`src/rtl/kle_pkg.sv`:
```
// ----------------------------------------------------------------------------
// kle_pkg
// Shared types and constants for the keyboard line editor: key codes, event
// codes, the command classes passed from front to back, and store geometry.
// ----------------------------------------------------------------------------
package kle_pkg;

    // Store geometry
    localparam int STORE_DEPTH = 256;
    localparam int LINE_LIMIT  = 255;
    localparam int IDX_W       = $clog2(STORE_DEPTH);
    localparam int BANK_DEPTH  = STORE_DEPTH / 2;
    localparam int BANK_AW     = IDX_W - 1;

    // Command queue geometry
    localparam int QUEUE_DEPTH = 2;
    localparam int QPTR_W      = $clog2(QUEUE_DEPTH);
    localparam int QCNT_W      = $clog2(QUEUE_DEPTH + 1);

    typedef logic [IDX_W-1:0] idx_t;
    typedef logic [6:0]       key_t;

    // Control characters
    localparam key_t KEY_NONE   = 7'h00;
    localparam key_t KEY_CANCEL = 7'h18;
    localparam key_t KEY_STOP   = 7'h17;
    localparam key_t KEY_CONT   = 7'h12;
    localparam key_t KEY_ERASE  = 7'h7f;
    localparam key_t KEY_CR     = 7'h0d;
    localparam key_t KEY_LF     = 7'h0a;

    localparam idx_t LIMIT_IDX  = IDX_W'(LINE_LIMIT);

    // Result event codes
    typedef enum logic [3:0] {
        EV_STORED    = 4'd0,
        EV_ERASED    = 4'd1,
        EV_ERASE_IGN = 4'd2,
        EV_LINE      = 4'd3,
        EV_CANCEL    = 4'd4,
        EV_STOP      = 4'd5,
        EV_CONT      = 4'd6,
        EV_OVERFLOW  = 4'd7,
        EV_SINGLE    = 4'd8
    } event_t;

    // Command class decided by the front part
    typedef enum logic [2:0] {
        CMD_SINGLE,
        CMD_LINE,
        CMD_CANCEL,
        CMD_STOP,
        CMD_CONT,
        CMD_ERASE,
        CMD_CHAR
    } cmd_t;

    // One queued command
    typedef struct packed {
        cmd_t cmd;
        key_t key;
    } cmd_entry_t;

    // One result
    typedef struct packed {
        event_t ev;
        key_t   echo_char;
        idx_t   line_length;
        logic   char_written;
        idx_t   char_index;
        logic   zero_written;
        idx_t   zero_index;
    } result_t;

endpackage

```
`src/rtl/kle_front.sv`:
```
// ----------------------------------------------------------------------------
// kle_front
// Input side: accepts characters, drops the null code and classifies each
// character into a command for the back part.
// ----------------------------------------------------------------------------
module kle_front
    import kle_pkg::*;
(
    input  logic       s_valid,
    output logic       s_ready,
    input  key_t       s_key_code,
    input  logic       single_char_mode,
    input  logic       q_ready,
    output logic       q_push,
    output cmd_entry_t q_entry
);

    // Accept whenever the queue has room; a null code is taken and dropped
    assign s_ready = q_ready;
    assign q_push  = s_valid && q_ready && (s_key_code != KEY_NONE);

    // Classify the character
    always_comb begin
        q_entry.key = s_key_code;
        if (single_char_mode) begin
            q_entry.cmd = CMD_SINGLE;
        end else begin
            case (s_key_code)
                KEY_CR, KEY_LF: q_entry.cmd = CMD_LINE;
                KEY_CANCEL:     q_entry.cmd = CMD_CANCEL;
                KEY_STOP:       q_entry.cmd = CMD_STOP;
                KEY_CONT:       q_entry.cmd = CMD_CONT;
                KEY_ERASE:      q_entry.cmd = CMD_ERASE;
                default:        q_entry.cmd = CMD_CHAR;
            endcase
        end
    end

endmodule

```
`src/rtl/kle_queue.sv`:
```
// ----------------------------------------------------------------------------
// kle_queue
// Short command queue between the front and back parts so that each side
// can stall on its own.
// ----------------------------------------------------------------------------
module kle_queue
    import kle_pkg::*;
(
    input  logic       aclk,
    input  logic       aresetn,
    input  logic       push,
    input  cmd_entry_t push_entry,
    output logic       push_ready,
    input  logic       pop,
    output logic       head_valid,
    output cmd_entry_t head_entry
);

    cmd_entry_t         slot_reg [QUEUE_DEPTH];
    logic [QPTR_W-1:0]  wr_ptr_reg, wr_ptr_next;
    logic [QPTR_W-1:0]  rd_ptr_reg, rd_ptr_next;
    logic [QCNT_W-1:0]  count_reg, count_next;
    logic               do_push, do_pop;

    assign push_ready = (count_reg != QCNT_W'(QUEUE_DEPTH));
    assign head_valid = (count_reg != '0);
    assign head_entry = slot_reg[rd_ptr_reg];

    assign do_push = push && push_ready;
    assign do_pop  = pop && head_valid;

    // Advance pointers and occupancy
    always_comb begin
        wr_ptr_next = wr_ptr_reg;
        rd_ptr_next = rd_ptr_reg;
        count_next  = count_reg;
        if (do_push) begin
            wr_ptr_next = (wr_ptr_reg == QPTR_W'(QUEUE_DEPTH - 1)) ? '0 : wr_ptr_reg + 1'b1;
        end
        if (do_pop) begin
            rd_ptr_next = (rd_ptr_reg == QPTR_W'(QUEUE_DEPTH - 1)) ? '0 : rd_ptr_reg + 1'b1;
        end
        if (do_push && !do_pop) begin
            count_next = count_reg + 1'b1;
        end else if (do_pop && !do_push) begin
            count_next = count_reg - 1'b1;
        end
    end

    always_ff @(posedge aclk) begin
        if (!aresetn) begin
            wr_ptr_reg <= '0;
            rd_ptr_reg <= '0;
            count_reg  <= '0;
        end else begin
            wr_ptr_reg <= wr_ptr_next;
            rd_ptr_reg <= rd_ptr_next;
            count_reg  <= count_next;
        end
    end

    // Hold entries in their slots
    always_ff @(posedge aclk) begin
        if (do_push) begin
            slot_reg[wr_ptr_reg] <= push_entry;
        end
    end

    // Occupancy never exceeds the queue depth
    a_count_bound: assert property (@(posedge aclk) disable iff (!aresetn)
        count_reg <= QCNT_W'(QUEUE_DEPTH))
        else $error("queue occupancy out of range");

    // Pointers differ by the occupancy (modulo depth)
    a_ptr_consistent: assert property (@(posedge aclk) disable iff (!aresetn)
        (count_reg == '0 || count_reg == QCNT_W'(QUEUE_DEPTH)) |-> (wr_ptr_reg == rd_ptr_reg))
        else $error("queue pointers disagree with occupancy");

endmodule

```
`src/rtl/kle_back.sv`:
```
// ----------------------------------------------------------------------------
// kle_back
// Execution side: applies each command to the write index and the line
// store, and holds the result in an output register until it is taken.
// ----------------------------------------------------------------------------
module kle_back
    import kle_pkg::*;
(
    input  logic       aclk,
    input  logic       aresetn,
    input  logic       head_valid,
    input  cmd_entry_t head_entry,
    output logic       pop,
    output logic       m_valid,
    input  logic       m_ready,
    output result_t    m_result
);

    idx_t    write_index_reg, write_index_next;
    logic    m_valid_reg, m_valid_next;
    result_t result_reg, result_next;

    // Line store split into even and odd banks: the character and its
    // terminator always land in opposite banks, one write per bank
    logic [6:0]         even_mem [BANK_DEPTH];
    logic [6:0]         odd_mem  [BANK_DEPTH];
    logic               even_we, odd_we;
    logic [BANK_AW-1:0] even_addr, odd_addr;
    key_t               even_data, odd_data;

    assign pop = head_valid && (!m_valid_reg || m_ready);

    // Execute the head command
    always_comb begin
        write_index_next         = write_index_reg;
        result_next.ev           = EV_STOP;
        result_next.echo_char    = KEY_NONE;
        result_next.char_written = 1'b0;
        result_next.char_index   = '0;
        result_next.zero_written = 1'b0;
        result_next.zero_index   = '0;
        case (head_entry.cmd)
            CMD_SINGLE: begin
                write_index_next         = '0;
                result_next.zero_written = 1'b1;
                result_next.ev           = EV_SINGLE;
            end
            CMD_LINE: begin
                write_index_next = '0;
                result_next.ev   = EV_LINE;
            end
            CMD_CANCEL: begin
                write_index_next         = '0;
                result_next.zero_written = 1'b1;
                result_next.ev           = EV_CANCEL;
            end
            CMD_STOP: begin
                result_next.ev = EV_STOP;
            end
            CMD_CONT: begin
                result_next.ev = EV_CONT;
            end
            CMD_ERASE: begin
                if (write_index_reg != '0) begin
                    write_index_next         = write_index_reg - 1'b1;
                    result_next.zero_written = 1'b1;
                    result_next.zero_index   = write_index_reg - 1'b1;
                    result_next.ev           = EV_ERASED;
                end else begin
                    result_next.ev = EV_ERASE_IGN;
                end
            end
            CMD_CHAR: begin
                if (write_index_reg >= LIMIT_IDX) begin
                    write_index_next = '0;
                    result_next.ev   = EV_OVERFLOW;
                end else begin
                    write_index_next         = write_index_reg + 1'b1;
                    result_next.char_written = 1'b1;
                    result_next.char_index   = write_index_reg;
                    result_next.zero_written = 1'b1;
                    result_next.zero_index   = write_index_reg + 1'b1;
                    result_next.echo_char    = head_entry.key;
                    result_next.ev           = EV_STORED;
                end
            end
            default: begin
                result_next.ev = EV_STOP;
            end
        endcase
        result_next.line_length = write_index_next;
    end

    // Route the two writes to their banks
    always_comb begin
        even_we   = 1'b0;
        odd_we    = 1'b0;
        even_addr = result_next.zero_index[IDX_W-1:1];
        odd_addr  = result_next.zero_index[IDX_W-1:1];
        even_data = KEY_NONE;
        odd_data  = KEY_NONE;
        if (pop && result_next.zero_written) begin
            if (result_next.zero_index[0]) begin
                odd_we = 1'b1;
            end else begin
                even_we = 1'b1;
            end
        end
        if (pop && result_next.char_written) begin
            if (result_next.char_index[0]) begin
                odd_we    = 1'b1;
                odd_addr  = result_next.char_index[IDX_W-1:1];
                odd_data  = head_entry.key;
            end else begin
                even_we   = 1'b1;
                even_addr = result_next.char_index[IDX_W-1:1];
                even_data = head_entry.key;
            end
        end
    end

    always_ff @(posedge aclk) begin
        if (even_we) begin
            even_mem[even_addr] <= even_data;
        end
        if (odd_we) begin
            odd_mem[odd_addr] <= odd_data;
        end
    end

    // Hold the result until the transfer completes
    always_comb begin
        m_valid_next = pop || (m_valid_reg && !m_ready);
    end

    always_ff @(posedge aclk) begin
        if (!aresetn) begin
            write_index_reg <= '0;
            m_valid_reg     <= 1'b0;
        end else begin
            m_valid_reg <= m_valid_next;
            if (pop) begin
                write_index_reg <= write_index_next;
            end
        end
    end

    always_ff @(posedge aclk) begin
        if (pop) begin
            result_reg <= result_next;
        end
    end

    assign m_valid  = m_valid_reg;
    assign m_result = result_reg;

    // Write index stays within the line limit
    a_index_bound: assert property (@(posedge aclk) disable iff (!aresetn)
        write_index_reg <= LIMIT_IDX)
        else $error("write index beyond line limit");

    // A terminator always lands at the new write index
    a_zero_at_len: assert property (@(posedge aclk) disable iff (!aresetn)
        (m_valid_reg && result_reg.zero_written) |-> (result_reg.zero_index == result_reg.line_length))
        else $error("terminator not at line end");

    // A stored character sits just before the new write index
    a_char_pos: assert property (@(posedge aclk) disable iff (!aresetn)
        (m_valid_reg && result_reg.char_written) |->
            (result_reg.line_length == result_reg.char_index + 1'b1))
        else $error("stored character position mismatch");

    // Write index only moves when a command is executed
    a_index_hold: assert property (@(posedge aclk) disable iff (!aresetn)
        !pop |=> $stable(write_index_reg))
        else $error("write index moved without a command");

endmodule

```
`src/rtl/keyboard_line_editor.sv`:
```
// ----------------------------------------------------------------------------
// keyboard_line_editor
// Canonical line editor for received keyboard characters.
// ----------------------------------------------------------------------------
// Usage:
//   s_valid/s_ready/s_key_code carry one received character per transfer.
//   m_valid/m_ready and the m_ fields carry one result per character; a
//   null character code is taken and produces no result.
//   cfg_we/cfg_wdata write the single-character mode bit; write it only
//   while no character is in flight.
// Path: each character is registered in the command queue, then its result
//   in the output register. Throughput: one character per cycle while
//   m_ready stays high; the index update and the two store writes (character
//   and terminator, in opposite even/odd banks) take effect together.
// Reset: synchronous, active low; the write index returns to zero, the mode
//   bit to buffered editing, the queue and output register empty. The line
//   store is not cleared.
// Stall: a held result keeps m_ fields stable; the two-entry command queue
//   keeps taking characters until it is full, then s_ready falls.
// ----------------------------------------------------------------------------
module keyboard_line_editor
    import kle_pkg::*;
(
    input  logic       aclk,
    input  logic       aresetn,
    input  logic       cfg_we,
    input  logic       cfg_wdata,
    input  logic       s_valid,
    output logic       s_ready,
    input  logic [6:0] s_key_code,
    output logic       m_valid,
    input  logic       m_ready,
    output logic [3:0] m_event_res,
    output logic [6:0] m_echo_char,
    output logic [7:0] m_line_length,
    output logic       m_char_written,
    output logic [7:0] m_char_index,
    output logic       m_zero_written,
    output logic [7:0] m_zero_index
);

    logic       single_char_mode_reg;
    logic       q_push, q_ready, q_pop, q_head_valid;
    cmd_entry_t q_push_entry, q_head_entry;
    result_t    result;

    // Mode register
    always_ff @(posedge aclk) begin
        if (!aresetn) begin
            single_char_mode_reg <= 1'b0;
        end else if (cfg_we) begin
            single_char_mode_reg <= cfg_wdata;
        end
    end

    kle_front u_front (
        .s_valid          (s_valid),
        .s_ready          (s_ready),
        .s_key_code       (s_key_code),
        .single_char_mode (single_char_mode_reg),
        .q_ready          (q_ready),
        .q_push           (q_push),
        .q_entry          (q_push_entry)
    );

    kle_queue u_queue (
        .aclk       (aclk),
        .aresetn    (aresetn),
        .push       (q_push),
        .push_entry (q_push_entry),
        .push_ready (q_ready),
        .pop        (q_pop),
        .head_valid (q_head_valid),
        .head_entry (q_head_entry)
    );

    kle_back u_back (
        .aclk       (aclk),
        .aresetn    (aresetn),
        .head_valid (q_head_valid),
        .head_entry (q_head_entry),
        .pop        (q_pop),
        .m_valid    (m_valid),
        .m_ready    (m_ready),
        .m_result   (result)
    );

    // Break out the result fields
    assign m_event_res    = 4'(result.ev);
    assign m_echo_char    = result.echo_char;
    assign m_line_length  = 8'(result.line_length);
    assign m_char_written = result.char_written;
    assign m_char_index   = 8'(result.char_index);
    assign m_zero_written = result.zero_written;
    assign m_zero_index   = 8'(result.zero_index);

endmodule

```
`config.mk`:
```
export PLATFORM = sky130hd
export DESIGN_NAME = keyboard_line_editor
export DESIGN_NICKNAME = d
export VERILOG_FILES = /design/src/rtl/kle_pkg.sv /design/src/rtl/kle_front.sv /design/src/rtl/kle_queue.sv /design/src/rtl/kle_back.sv /design/src/rtl/keyboard_line_editor.sv
export SDC_FILE = /design/constraint.sdc
export NUM_CORES = 1
export LEC_CHECK = 0
export BUFFER_PORTS_ARGS = -buffer_cell sky130_fd_sc_hd__buf_2
export CORE_MARGIN = 8
export CORE_UTILIZATION = 30
export DETAILED_ROUTE_END_ITERATION = 12
export PLACE_DENSITY = 0.57
export REMOVE_ABC_BUFFERS = 1
export SLEW_MARGIN = 20
export SYNTH_ARGS = -nofsm -noshare
export SYNTH_HDL_FRONTEND = slang
export SYNTH_SLANG_ARGS = --single-unit
```
`constraint.sdc`:
```
create_clock -name aclk -period 3.9 [get_ports aclk]
set_input_delay 0.195 -clock aclk [delete_from_list [all_inputs] [get_ports aclk]]
set_output_delay 0.195 -clock aclk [all_outputs]
set_load 0.05 [all_outputs]
```
==> summary.md <==
| Metric | Value |
|---|---|
| Fmax | slightly below 400 MHz |
| Max reg flops | 37 |
| Die height | approximately 120 µm |
| Unrepaired setup endpoints after global routing | no |
| Worst Path Arrival | 2700 ps |
| Ports | 52 |
| Initial antenna violation count | 0 |
| Mapped Area | 3310 µm² |
| Sw frac | between 40% and 50% |
| Netlist cell types | 66 |
| CTS hold repair buffers | 0 |
| Post-CTS Setup Repair Bufs | 0 |
| Worst slew margin | a little over two fifths |
| Synth warnings | 0 |
| Power per cell area | 832 nW/µm² |
| Area fraction of the dominant cell type after synthesis | 51.7% |
| DP HPWL | a little over 5000 µm |
| Layout cells sized above 1 | 27.1% |
| WL met1 | 3220 µm |
| Clock Power Share | between 15 and 20% |
| Grt ovf | 0 |
| Final setup viols | 0 |
| Avg Vias per Cell | approximately 5 |
| Tcrit/Tclk final | between 60% and 70% |
| Worst hold path class | in2reg |
| Starting Density | 30.7% |
| Net Sw Power | 1470 µW |
| Setup Crit Path Kind | reg2reg |
| DR WL met2 | 3150 µm |
| Synth Instances | 266 |
| Startpoint types | register |
| Peak VDD IR | ~0.00033 V |
| Largest stage delay on the critical path | 680 ps |
| Total number of vias | roughly 2.3k |
| Gate power share | 43.8% |
| Area growth syn-to-layout | 17.7% |
| Synth Register Bits | 72 |
| Routability cong. | between 0.8 and 0.9 |
| Max Buffers Root-to-Sink | 2 |
| Post-synthesis sequential area ratio | between 60 and 70% |
| Post-DRT Antenna Nets | 0 |
| Slowest stage cell, crit path | dfxtp_1 |
| Core area | 10800 µm² |
| Port buffer count | just over 50 |
| Final hold violations | 0 |
| Internal power | approximately 1800 µW |
| TritonCTS buffer count | 9 |
| Crit path buf inv count | 2 |
| Post_cts resized | 0 |
| Routed WL | around 6900 µm |
| # rows | 38 |
| Initial DRC Count | slightly above 100 |
| Vias in the first global route | about 2.3k |
| Largest net degree at the start of global routing | 25 |
| Asr flop ratio synth | 0% |
| Most frequent cell after synthesis | edfxtp_1 |
| Total Neg Setup Slack | 0 ps |
| Later-pin clock latency in the skew report | approximately 350 ps |
| EDFF count, synth | between 50 and 60 |
| Clock transition at path regs | roughly 80 ps |
| Top cells by count, synth | edfxtp_1 (57), nor2_1 (33), dfxtp_1 (15) |
| Critical-path cell list | nand4_1, o22ai_1, buf_4, inv_2, a22o_1, nor2_1, a22oi_1 |
| DRT Pass-1 Iters | 4 |
| Worst Max-Slew Pin Slew | just under 900 ps |
| First-pass GRT wire length | 11400 µm |
| Synth area leaders | edfxtp_1 (52%), dfxtp_1 (9.1%), nor2_1 (3.7%), mux2i_1 (2.7%), and2_1 (1.9%) |
| Synth Flop Type | edfxtp_1 |
| Root buffer cell | clkbuf_8 |
| TritonCTS clock tree | yes |
| Largest delay share family, worst path | compound AO/OA/AOI/OAI gates |
| Max H-tree Level | 3 |
| Largest fanout on the critical path | 13 |
| NumNets Final | 337 |
| Post-route DRC | 0 |
| Die footprint | 14700 µm² |
| Die X | 121 µm |
| Clock Skew | 12.2 ps |
| Minimum clock period | 2600 ps |
| Final core occ | 36.1% |
| Met3 WL | 371 µm |
| WL/cell | between 10 and 15 µm |
| Max Cap Violations | 0 |
| Required time worst endpoint | around 4000 ps |
| Fill cells | ~1.1k |
| Yosys top cell by area | edfxtp_1 |
| WHS | ~98 ps |
| Top layer in use | met4 |
| Part of the power in registers | 38.0% |
| Mean post-synth cell area | about 12 µm² |
| Max-slew violations | 0 |
| Crit path capture type | register |
| GRT Overall Usage | roughly 9.8% |
| Diode count | 0 |
| P_leak | ~0.0015 µW |
| Status | finished, final reports clean |
| CTS Sinks | between 70 and 80 |
## layout by cell type (no fill, tap or decap), types with 3 or more instances in the layout
cell	instances
edfxtp_1	57
buf_2	51
nor2_1	33
dfxtp_1	15
nand2_1	11
and2_1	10
mux2i_1	9
a21oi_1	9
clkbuf_8	9
o21ai_0	7
nor3_1	7
nand3_1	5
inv_1	5
o22ai_1	4
o21ai_1	4
a21o_1	4
nand2b_1	4
ha_1	4
inv_6	4
nor3_2	3
inv_2	3
or3_1	3
## cell families (layout without fill, tap and decap cells)
family | Yosys count | count (layout) | synth area share (%)
buf+inv | 18 | 77 | 2.76
compound gates | 60 | 60 | 13.4
simple gates | 96 | 96 | 16.7
mux | 12 | 12 | 3.81
xor+xnor | 4 | 4 | 1.06
fa+ha+maj | 4 | 4 | 1.51
flops | 72 | 72 | 60.7
## power by group through the flow
stage	sequential, µW	clock (µW)	combinational, µW
floorplan	1890	0	450
global placement	1250	0	1430
detailed placement	1260	0	1440
CTS	1240	607	1440
global route	1260	639	1510
finish	1230	592	1420
## worst reg2reg max path, cell delays in order, from the launching register on
cell and delay (ps):
dfxtp_1 680, nand4_1 300, o22ai_1 550, buf_4 310, inv_2 100, a22o_1 200, nor2_1 120, a22oi_1 80
## stage by stage
stage / worst slack (ps) / instance area, µm² / std cells / total power, µW
3_3_place_gp: 1430 / 3700 / 449 / 2680
3_5_place_dp: 1280 / 3700 / 449 / 2690
2_1_floorplan: 1290 / 3250 / 256 / 2350
5_1_grt: 1080 / 3900 / 465 / 3420
6_report: 1300 / 3900 / 465 / 3240
4_1_cts: 1270 / 3900 / 465 / 3290
## cell type report
cell class                      count  area (µm²)  area share [%]
Clock buffer                        9         124            3.18
Clock inverter                      7        77.6            1.99
Timing Repair Buffer               53         270            6.93
Tap cell                          140         175            4.49
Inverter                            8        30.0           0.770
Multi-Input combinational cell    176        1210            31.0
Sequential cell                    72        2010            51.6
## per-layer routing
layer / vias up / GRT usage, %
li1: 1122 / -
met1: 1086 / 12.1
met2: 55 / 15.1
met3: 12 / 2.79
met4: 0 / 5.70
met5: - / 0
## final timing paths
path / start / endpoint / slack (ps) / cells past startpoint
max: u_back.write_index_reg[4] / u_back.m_result[21] / 1300 / 7
min reg2reg: u_queue.count_reg[1] / u_queue.count_reg[1] / 550 / 2
min: cfg_wdata / single_char_mode_reg / 100 / 3
max reg2reg: u_back.write_index_reg[4] / u_back.m_result[21] / 1300 / 7
(Power assumes the default switching activity.)
